[config.mk]
export PLATFORM = sky130hd
export DESIGN_NAME = lpc_config
export DESIGN_NICKNAME = d
export VERILOG_FILES = /design/src/hw/rtl/lpc_pkg.sv /design/src/hw/rtl/lpc_config.sv
export SDC_FILE = /design/constraint.sdc
export NUM_CORES = 1
export LEC_CHECK = 0
export BUFFER_PORTS_ARGS = -buffer_cell sky130_fd_sc_hd__buf_2
export CAP_MARGIN = 30
export CORE_ASPECT_RATIO = 1.5
export CORE_MARGIN = 3
export CORE_UTILIZATION = 40
export CTS_CLUSTER_DIAMETER = 150
export DETAILED_ROUTE_END_ITERATION = 6
export MAX_ROUTING_LAYER = met4
export SLEW_MARGIN = 0
export SYNTH_ARGS = -nofsm -noshare
export SYNTH_HDL_FRONTEND = slang
export SYNTH_SLANG_ARGS = --single-unit
[constraint.sdc]
create_clock -name clk -period 3.5 [get_ports clk]
set_input_delay 0.7 -clock clk [delete_from_list [all_inputs] [get_ports clk]]
set_output_delay 0.7 -clock clk [all_outputs]
set_load 0.005 [all_outputs]
[src/hw/rtl/lpc_pkg.sv]
// Shared types, constants and channel helpers for the lightmap pixel compositor.
`default_nettype none

package lpc_pkg;

    localparam int SRC_W      = 3;
    localparam int RAW_W      = 16;
    localparam int CHAN_W     = 8;
    localparam int GAIN_W     = 9;
    localparam int SUM_W      = 11;
    localparam int PACKED_W   = 24;
    localparam int CFG_IDX_W  = 3;
    localparam int CFG_DATA_W = 9;
    localparam int FIELD_W    = 5;

    typedef logic [SRC_W-1:0]      src_idx_t;
    typedef logic [RAW_W-1:0]      raw_pix_t;
    typedef logic [CHAN_W-1:0]     chan_t;
    typedef logic [GAIN_W-1:0]     gain_t;
    typedef logic [SUM_W-1:0]      sum_t;
    typedef logic [PACKED_W-1:0]   packed_t;
    typedef logic [CFG_IDX_W-1:0]  cfg_idx_t;
    typedef logic [CFG_DATA_W-1:0] cfg_data_t;

    localparam logic     FMT_GRAY    = 1'b0;
    localparam logic     FMT_XBGR555 = 1'b1;
    localparam src_idx_t SRC_STATIC  = 3'd0;
    localparam cfg_idx_t REG_SOURCE_FORMAT = 3'd0;
    localparam gain_t    GAIN_ONE    = 9'd256;
    localparam chan_t    CHAN_MAX    = 8'd255;

    typedef struct packed {
        chan_t red;
        chan_t green;
        chan_t blue;
    } rgb_t;

    typedef struct packed {
        logic  source_format;
        gain_t gain;
    } lpc_cfg_t;

    function automatic rgb_t decode_pixel(input logic fmt, input raw_pix_t pix);
        rgb_t c;
        if (fmt == FMT_GRAY) begin
            c.red   = pix[7:0];
            c.green = pix[7:0];
            c.blue  = pix[7:0];
        end
        else begin
            c.red   = {pix[FIELD_W-1:0], 3'b000};
            c.green = {pix[2*FIELD_W-1:FIELD_W], 3'b000};
            c.blue  = {pix[3*FIELD_W-1:2*FIELD_W], 3'b000};
        end
        return c;
    endfunction

    function automatic gain_t scale_chan(input gain_t gain, input chan_t chan);
        logic [GAIN_W+CHAN_W-1:0] p;
        p = (GAIN_W + CHAN_W)'(gain) * (GAIN_W + CHAN_W)'(chan);
        return p[GAIN_W+CHAN_W-1:CHAN_W];
    endfunction

    function automatic chan_t sat8(input sum_t v);
        return (v > SUM_W'(CHAN_MAX)) ? CHAN_MAX : v[CHAN_W-1:0];
    endfunction

endpackage

`default_nettype wire

[src/hw/rtl/lpc_config.sv]
// Configuration registers: source format and per-light gains with gain selection.
`default_nettype none

module lpc_config
    import lpc_pkg::*;
#(
    parameter int LIGHT_COUNT = 7
) (
    input  wire logic      clk,
    input  wire logic      rst_n,
    input  wire logic      cfg_write,
    input  wire cfg_idx_t  cfg_index,
    input  wire cfg_data_t cfg_data,
    input  wire src_idx_t  src_sel,
    output lpc_cfg_t       cfg
);

    logic  format_reg;
    gain_t gain_reg [1:LIGHT_COUNT];
    gain_t gain_clamped;

    assign gain_clamped = (cfg_data > GAIN_ONE) ? GAIN_ONE : cfg_data;

    always_ff @(posedge clk or negedge rst_n)
    begin
        if (!rst_n)
        begin
            format_reg <= FMT_XBGR555;
            for (int i = 1; i <= LIGHT_COUNT; i++)
            begin
                gain_reg[i] <= GAIN_ONE;
            end
        end
        else if (cfg_write)
        begin
            if (cfg_index == REG_SOURCE_FORMAT)
            begin
                format_reg <= cfg_data[0];
            end
            for (int i = 1; i <= LIGHT_COUNT; i++)
            begin
                if (cfg_index == CFG_IDX_W'(i))
                begin
                    gain_reg[i] <= gain_clamped;
                end
            end
        end
    end

    // A source index outside the light range selects a gain of zero.
    always_comb
    begin
        cfg.source_format = format_reg;
        cfg.gain          = '0;
        for (int i = 1; i <= LIGHT_COUNT; i++)
        begin
            if (src_sel == SRC_W'(i))
            begin
                cfg.gain = gain_reg[i];
            end
        end
    end

endmodule

`default_nettype wire

==> results of run 1 <==
routing by layer:
metal | global-route usage [%] | up-vias | routed length (um)
met1 | 22.0 | 1101 | 3050
li1 | - | 1109 | -
met2 | 30.4 | 38 | 3560
met4 | 7.50 | 0 | 104
met5 | - | - | 0
met3 | 3.40 | 10 | 243
report_power, final:
group | switching [mW] | internal, mW | total [mW]
Combinational | 0.145 | 0.125 | 0.270
Clock | 0.272 | 0.366 | 0.639
Sequential | 0.0599 | 0.869 | 0.929
Total | 0.477 | 1.36 | 1.84
worst max-delay path: stages:
cell and delay [ps]:
buf_2 220, and2b_1 440, o21ai_0 180, a221o_1 380
a31oi_1 160, buf_2 130
layout by cell type (no fill, tap or decap), types with 3 or more instances in the layout:
cell | Yosys | routed
a22oi_1 | 7 | 7
mux2_2 | 11 | 11
dfrtp_1 | 56 | 56
buf_2 | 2 | 27
nand3_1 | 4 | 4
o221ai_1 | 3 | 3
clkbuf_8 | 0 | 11
a21oi_1 | 8 | 8
nand2b_1 | 11 | 11
buf_4 | 3 | 6
dfstp_2 | 8 | 8
mux2i_1 | 6 | 6
mux2_1 | 3 | 3
o21ai_0 | 58 | 58
nand2_1 | 71 | 71
nor2b_1 | 9 | 9
o21ai_1 | 3 | 3
layout make-up:
type	instances	area, um^2	area share, %
clock inverters	3	40.0	1.18
multi-input cells	219	1280	37.7
flip-flops and latches	64	1610	47.5
inverters	1	3.75	0.111
repair buffers	33	180	5.31
well taps	97	121	3.57
clock buffers	13	159	4.68
metrics by stage:
stage	util, %	instance area, um^2	hold WS [ps]	setup WS, ps
3_5_place_dp	45.4	3200	464	604
5_1_grt	48.3	3400	167	495
2_1_floorplan	-	2980	404	1130
6_report	48.3	3400	167	581
4_1_cts	48.3	3400	151	595
3_3_place_gp	45.4	3200	454	631
worst paths after layout:
check / from / endpoint / cells after the start
worst max-delay path: src_sel[1] / cfg[5] / 6
worst min-delay path: rst_n / gain_reg[55]$_DFFE_PN0P_ / 1
worst max register to register: gain_reg[10]$_DFFE_PN0P_ / gain_reg[10]$_DFFE_PN0P_ / 2
worst min register to register: gain_reg[45]$_DFFE_PN0P_ / gain_reg[45]$_DFFE_PN0P_ / 2
max in group asynchronous: rst_n / gain_reg[53]$_DFFE_PN1P_ / 2
min in group clk: gain_reg[45]$_DFFE_PN0P_ / gain_reg[45]$_DFFE_PN0P_ / 2
cells by family after synthesis:
kind of cell / count (synthesis) / synth area share, %
compound gates: 93 / 18.2
buf+inv: 19 / 3.10
flops: 64 / 54.0
mux: 22 / 8.80
simple gates: 104 / 15.9
==> qor.txt, run 1 <==
Slew @ Worst Pin - 828 ps
Via count - 2258
FILL cells - 711
Placed insts - 414
Cells resized by post-CTS repair - 0
Placed wire-length estimate - 4.65 mm
Final period utilization - 83.4%
Peak VDD IR - 0.268 mV
Initial antenna violation count - 0
Clock sinks - 64
Setup crit start kind - input pin
Largest area contributor in the netlist - dfrtp_1
Num rows - 37
Fraction of layout cells with a size suffix above 1 - 21.6%
Synthesized flop and latch total - 64
EDFF count, synth - 0
Min cycle time layout - 2920 ps
Syn avg cell area - 9.88 um^2
Leakage power - 1.53 nW
Die height - 112 um
GR Overflow Total - 0
Total power - 1.84 mW
ANT cells - 0
Synth cell types - 35
Max Cap Violations - 0
Reg clk slew, reported paths - 70 ps
Drt drc - 0
Cell Area, Synth - 2980 um^2
Die area - 8550 um^2
DRT Pass-1 Iters - 6
Worst Setup End Kind - output pin
Post-CTS setup repair buffer count - 0
Final Wtd Congestion - 0.756
Crit path kind - in -> out
Gate Count Post-Synth - 302
CTS tree - yes
Nets - 346
Post-synth top flop - dfrtp_1
Total track usage - 18.3%
Later-pin clock latency in the skew report - 340 ps
Final cell count without fillers - 430
TritonCTS Buffers - 9
Critical Path RT - 2800 ps
Main area contributors after synthesis - dfrtp_1 47%, o21ai_0 9.7%, nand2_1 8.9%, dfstp_2 7.0%, mux2_2 4.2%
Die X - 76.5 um
HP Class - in -> async
Largest register FFs - 63
Vias in the first global route - 2373
Final hold viol count - 0
CP Max Fanout - 18
Arrival time at the worst endpoint - 2220 ps
IO Port Bufs - 27
Antenna-violating nets left - 0
Wire per inst - 16.2 um
Vias per cell - 5.25
Yosys warns - 0
Syn-to-layout area delta - 13.8%
Pwr dens - 541 nW/um^2
Final setup fails - 0
Starting Density - 42.4%
Synth top area share - 47.0%
Io pins - 28
Core Region - 7040 um^2
Slack of the worst reg-to-reg path - 2770 ps
Clock buffer depth - 2
Clock Tree Root - clkbuf_8
RSZ-0062 raised after global routing - false
Htree depth - 3
Final TNS setup - 0 ps
DRT Wirelength - 6.96 mm
Count leader, synth - nand2_1
Clk_skew - 0 ps
Status - finished, final reports clean
Largest net degree at the start of global routing - 37
DRT iter0 DRCs - 115
First-pass GRT wire length - 12.0 mm
Sequential area share after synthesis - 54.0%
Max Clock Freq - 0.343 GHz
Rel. slew slack - 44.7%
Synth async-reset ratio - 100%
Cts hold-fix bufs - 0
Final Max Tran Viols - 0
Top post-synthesis cells by count - 71 x nand2_1, 58 x o21ai_0, 56 x dfrtp_1, 11 x mux2_2, 11 x nand2b_1
Synth Net Count - 320
No activity file was read; power rests on OpenSTA's default activity.
==> run 2, diff against run 1 <==
ABC_AREA = 1   (was not set)
clock period = 2.5 ns   (was 3.5 ns; I/O delays follow)
==> qor.txt, run 2 <==
Vias per cell - 5.29 (+0.72%)
Fraction of layout cells with a size suffix above 1 - 17.5% (-4.2 points)
IO Port Bufs - 27 (unchanged)
Sequential area share after synthesis - 50.2% (-3.8 points)
Final period utilization - 87.8%
Post-CTS setup repair buffer count - 0 (unchanged)
Clock buffer depth - 2 (unchanged)
Final Wtd Congestion - 0.948 (+25%)
Nets - 454 (+31%)
Synth Net Count - 430 (+34%)
Initial antenna violation count - 0 (unchanged)
First-pass GRT wire length - 14.6 mm (+22%)
Cell Area, Synth - 3210 um^2 (+7.5%)
Htree depth - 3 (unchanged)
Final worst slack - 305 ps (-276 ps)
ANT cells - 0 (unchanged)
Syn avg cell area - 7.79 um^2 (-21%)
Reg clk slew, reported paths - 50 ps (-20 ps)
Commonest cells after routing, fill and taps aside - 138 x nand2_1, 65 x nand3_1, 56 x dfrtp_1
Status - finished, final reports clean
EDFF count, synth - 0 (unchanged)
DRT iter0 DRCs - 325 (+180%)
Cts hold-fix bufs - 0 (unchanged)
Yosys warns - 0 (unchanged)
Sw Share - 26.9% (+0.95 points)
Starting Density - 41.6% (-0.80 points)
Num rows - 39 (+5.4%)
Largest register FFs - 63 (unchanged)
Peak VDD IR - 0.508 mV (+90%)
CP Max Fanout - 15 (-3)
Final hold viol count - 0 (unchanged)
DRT Pass-1 Iters - 5 (-1)
TritonCTS Buffers - 9 (unchanged)
Clk_skew - 0 ps (unchanged)
Clock sinks - 64 (unchanged)
Slew @ Worst Pin - 484 ps (-343 ps)
Power share of the sequential group - 44.3% (-6.2 points)
Placed wire-length estimate - 6.40 mm (+37%)
Die height - 116 um (+3.5%)
Largest net degree at the start of global routing - 30 (-19%)
Setup crit start kind - input pin
Critical path origin - src_sel[2]
Final Max Tran Viols - 0 (unchanged)
Synth top area share - 43.7% (-3.3 points)
Worst R2R Start - format_reg$_DFFE_PN1P_
Post-synth top flop - dfrtp_1
Largest area contributor in the netlist - dfrtp_1
Die area - 9150 um^2 (+7.0%)
Synth async-reset ratio - 100% (unchanged)
Total track usage - 22.2% (+3.9 points)
Antenna-violating nets left - 0 (unchanged)
CTS tree - yes
Via count - 2872 (+27%)
Final TNS setup - 0 ps (unchanged)
Synth cell types - 23 (-34%)
NetSw - 798 uW (+67%)
Core Region - 7710 um^2 (+9.6%)
Arrival time at the worst endpoint - 1700 ps (-520 ps)
Wire per inst - 16.6 um (+2.6%)
Max Clock Freq - 0.456 GHz
Main area contributors after synthesis - dfrtp_1 44%, nand2_1 16%, nand3_1 10%, dfstp_2 6.6%, nand4_1 5.7%
Synthesized flop and latch total - 64 (unchanged)
Logic pwr share - 13.5% (-1.2 points)
Io pins - 28 (unchanged)
Syn-to-layout area delta - 16.4%
Gate Count Post-Synth - 412 (+36%)
Post-place setup slack - 320 ps (-284 ps)
Vias in the first global route - 2837 (+20%)
Max Cap Violations - 0 (unchanged)
DRT Wirelength - 9.02 mm (+30%)
Clock Tree Root - clkbuf_16
Pwr dens - 794 nW/um^2 (+47%)
Crit path kind - in -> out
Cells resized by post-CTS repair - 0 (unchanged)
GR Overflow Total - 0 (unchanged)
Rel. slew slack - 67.7% (+23 points)
Worst Setup End Kind - output pin
Count leader, synth - nand2_1
HP Class - in -> async
RSZ-0062 raised after global routing - false
Internal - 2.17 mW (+59%)
Clock network fraction of total power - 42.2% (+7.4 points)
Drt drc - 0 (unchanged)
Critical Path RT - 2000 ps (-800 ps)
Later-pin clock latency in the skew report - 330 ps (about the same)
Final setup fails - 0 (unchanged)
Leakage power - 1.89 nW (+24%)
Top post-synthesis cells by count - 138 x nand2_1, 65 x nand3_1, 56 x dfrtp_1, 29 x nand4_1, 25 x nor2_1
Min cycle time layout - 2200 ps
Most common cell after layout, fill and taps aside - nand2_1
Die X - 79.1 um (+3.4%)
run 2: changes by cell type after synthesis, sizes merged, moves of 6 or more:
cell / before / now
nand3: 4 / 65
nand2b: 11 / 0
buf: 8 / 23
a22oi: 7 / 0
mux2: 14 / 0
mux2i: 6 / 0
nor2b: 10 / 0
clkbuf: 10 / 2
o21ai: 61 / 21
nor2: 2 / 30
nand4: 1 / 29
nand2: 71 / 138
inv: 1 / 30
run 2: per-stage QoR:
stage	utilization (%)	total power, mW	area, um^2	cells	hold WS [ps]
after floorplan	-	1.57	3210	412	204
after global placement	44.5	1.73	3430	527	420
after detailed placement	44.5	1.73	3430	527	421
after CTS	48.4	2.99	3730	543	66.3
after global routing	48.4	3.11	3730	543	70.7
final	48.4	2.97	3730	543	69.2
run 2: worst max-delay path: stages:
cell and delay (ps):
buf_2 120, inv_2 120, buf_4 210, nor3_2 280
buf_4 200, nand2_1 50, nand4_1 90, buf_2 120
run 2: worst paths after layout:
| path | to | slack (ps) | depth (start not counted) |
|---|---|---|---|
| hold reg to reg | gain_reg[53]$_DFFE_PN1P_ | 480 | 2 |
| setup reg to reg | format_reg$_DFFE_PN1P_ | 1700 | 2 |
| min in group clk | gain_reg[53]$_DFFE_PN1P_ | 480 | 2 |
| max in group asynchronous | gain_reg[35]$_DFFE_PN1P_ | 1750 | 2 |
| setup / recovery | cfg[8] | 300 | 8 |
| hold / removal | gain_reg[15]$_DFFE_PN0P_ | 70 | 1 |
run 2: kinds of logic after synthesis:
kind of cell / after synthesis / share of synthesized area, %
buf+inv: 55 / 7.76
compound gates: 27 / 4.33
simple gates: 266 / 37.7
flops: 64 / 50.2
run 2: layer usage:
metal | vias up | share of wire, % | track usage (%)
met5 | - | 0 | -
met1 | 1366 | 42 | 26.1
met4 | 0 | 3.6 | 12.3
li1 | 1404 | - | -
met3 | 19 | 4.3 | 3.81
met2 | 83 | 51 | 36.1
run 2: final cells by class:
type / instances / area [um^2]
clock buffer: 14 / 294
clock inverter: 2 / 10.0
fill: 817 / 3980
inverter: 30 / 113
multi-input combinational: 293 / 1350
sequential: 64 / 1610
tap: 102 / 128
timing repair buffer: 38 / 230
run 2: power by group through the flow:
| stage | logic [mW] | registers, mW | clock network [mW] |
|---|---|---|---|
| final | 0.401 | 1.31 | 1.25 |
| after global routing | 0.464 | 1.33 | 1.31 |
| after CTS | 0.405 | 1.31 | 1.27 |
| after detailed placement | 0.403 | 1.33 | 0 |
| after global placement | 0.396 | 1.33 | 0 |
| after floorplan | 0.275 | 1.29 | 0 |
==> run 3, diff against run 2 <==
CORE_UTILIZATION = 53   (was 40)
PLACE_DENSITY = 0.75   (was not set)
==> qor.txt, run 3 (synthesis gave the netlist of run 2 again) <==
First-pass GRT wire length - 13.7 mm (-6.2%)
Htree depth - 3 (unchanged)
Total power - 2.50 mW (-16%)
IO Port Bufs - 27 (unchanged)
Final setup fails - 0 (unchanged)
CTS tree - yes
Most common cell after layout, fill and taps aside - nand2_1
Critical Path RT - 2000 ps (about the same)
Clk_skew - 0 ps (unchanged)
Final worst slack - 311 ps (+6.49 ps)
Num rows - 34 (-13%)
Max Clock Freq - 0.457 GHz (+0.30%)
Syn-to-layout area delta - 11.0%
Nets - 452 (-0.44%)
Worst Setup End Kind - output pin
Die height - 101 um (-12%)
Pwr dens - 702 nW/um^2 (-12%)
Die area - 7040 um^2 (-23%)
Via count - 2980 (+3.8%)
CP max-delay cell - nor2_1
Clock buffer depth - 2 (unchanged)
Starting Density - 55.0% (+13 points)
Status - finished, final reports clean
Placed insts - 495 (-6.1%)
Fraction of layout cells with a size suffix above 1 - 17.1% (-0.38 points)
Max Cap Violations - 0 (unchanged)
GR Overflow Total - 0 (unchanged)
Cells resized by post-CTS repair - 0 (unchanged)
Wire per inst - 16.8 um (+1.5%)
Vias per cell - 5.83 (+10%)
Rel. slew slack - 66.7% (-0.96 points)
CP top delay family - simple AND/OR/NAND/NOR gates
Commonest cells after routing, fill and taps aside - 138 x nand2_1, 65 x nand3_1, 56 x dfrtp_1
Min cycle time layout - 2190 ps (-6.49 ps)
Total track usage - 26.3% (+4.1 points)
TritonCTS Buffers - 9 (unchanged)
Final period utilization - 87.6% (-0.26 points)
Drt drc - 0 (unchanged)
Final Instance Area - 3560 um^2 (-4.6%)
Setup crit start kind - input pin
Placed wire-length estimate - 5.89 mm (-7.9%)
CP Max Fanout - 23 (+8)
Reg clk slew, reported paths - 70 ps (+20 ps)
Largest register FFs - 63 (unchanged)
Util after Layout - 61.1% (+13 points)
Vias in the first global route - 2815 (-0.78%)
Clock sinks - 64 (unchanged)
Crit path kind - in -> out
Initial antenna violation count - 0 (unchanged)
Final cell count without fillers - 511 (-5.9%)
Final hold viol count - 0 (unchanged)
HP Class - in -> async
Io pins - 28 (unchanged)
Peak VDD IR - 0.497 mV (-2.2%)
ANT cells - 0 (unchanged)
Final hold slack - 159 ps (+89.9 ps)
Largest stage delay, worst path - 250 ps (-30 ps)
Die X - 69.5 um (-12%)
CP Depth - 8 (unchanged)
Later-pin clock latency in the skew report - 340 ps (about the same)
Arrival time at the worst endpoint - 1690 ps (about the same)
Leakage power - 1.82 nW (-3.8%)
Core Region - 5830 um^2 (-24%)
Worst path most repeated cell - nor2_1
Final Max Tran Viols - 0 (unchanged)
Cts hold-fix bufs - 0 (unchanged)
FF-to-FF path depth - 2 (unchanged)
RSZ-0062 raised after global routing - false
Post-place setup slack - 322 ps (+2.17 ps)
DRT iter0 DRCs - 320 (-1.5%)
Area post-placement - 3390 um^2 (-1.2%)
Antenna-violating nets left - 0 (unchanged)
WP buf/inv - 3 (-2)
DRT Wirelength - 8.61 mm (-4.5%)
Largest net degree at the start of global routing - 65 (+120%)
Post-CTS setup repair buffer count - 0 (unchanged)
Final Wtd Congestion - 1.03 (+8.7%)
DRT Pass-1 Iters - 5 (unchanged)
Slew @ Worst Pin - 498 ps (+14.3 ps)
Final TNS setup - 0 ps (unchanged)
Worst path cell trace - buf_2 > buf_4 > nor2_1 > nand2_1 > nor2_1 > nor2_1 > nand4_1 > buf_2
Clock Tree Root - clkbuf_8
## run 3: changes by cell type in the layout (fill, tap and decap cells not counted)
| cell | delta |
|---|---|
| clkbuf_16 | -9 |
| clkbuf_8 | +5 |
| buf_4 | -3 |
| clkinv_2 | +2 |
| clkinvlp_4 | +2 |
| buf_12 | +1 |
## run 3: final cells by class
class	count	area (um^2)
clock buffers	10	138
fillers	530	2270
inverters	30	113
clock inverters	6	35.0
well taps	72	90.1
repair buffers	36	228
flip-flops and latches	64	1610
multi-input cells	293	1350
## run 3: power breakdown
| group | leakage (nW) | internal (mW) | switching, mW |
|---|---|---|---|
| clock | 0.0878 | 0.379 | 0.405 |
| combinational | 0.914 | 0.146 | 0.256 |
| sequential | 0.817 | 1.22 | 0.0975 |
## run 3: path summary, 6_finish.rpt
path | from | endpoint | slack, ps
max | src_sel[1] | cfg[2] | 310
min | rst_n | gain_reg[36]$_DFFE_PN0P_ | 160
max reg2reg | format_reg$_DFFE_PN1P_ | format_reg$_DFFE_PN1P_ | 1710
min reg2reg | gain_reg[58]$_DFFE_PN0P_ | gain_reg[58]$_DFFE_PN0P_ | 480
max in group asynchronous | rst_n | gain_reg[44]$_DFFE_PN1P_ | 2010
min in group clk | cfg_data[0] | format_reg$_DFFE_PN1P_ | 480
## run 3: per-layer routing
metal | vias to the layer above | global-route usage (%) | wire, um | share of wire [%]
li1 | 1401 | - | - | -
met2 | 160 | 43.0 | 4250 | 49
met1 | 1384 | 29.8 | 3300 | 38
met3 | 35 | 5.06 | 634 | 7.4
met4 | 0 | 16.1 | 424 | 4.9
met5 | - | - | 0 | 0
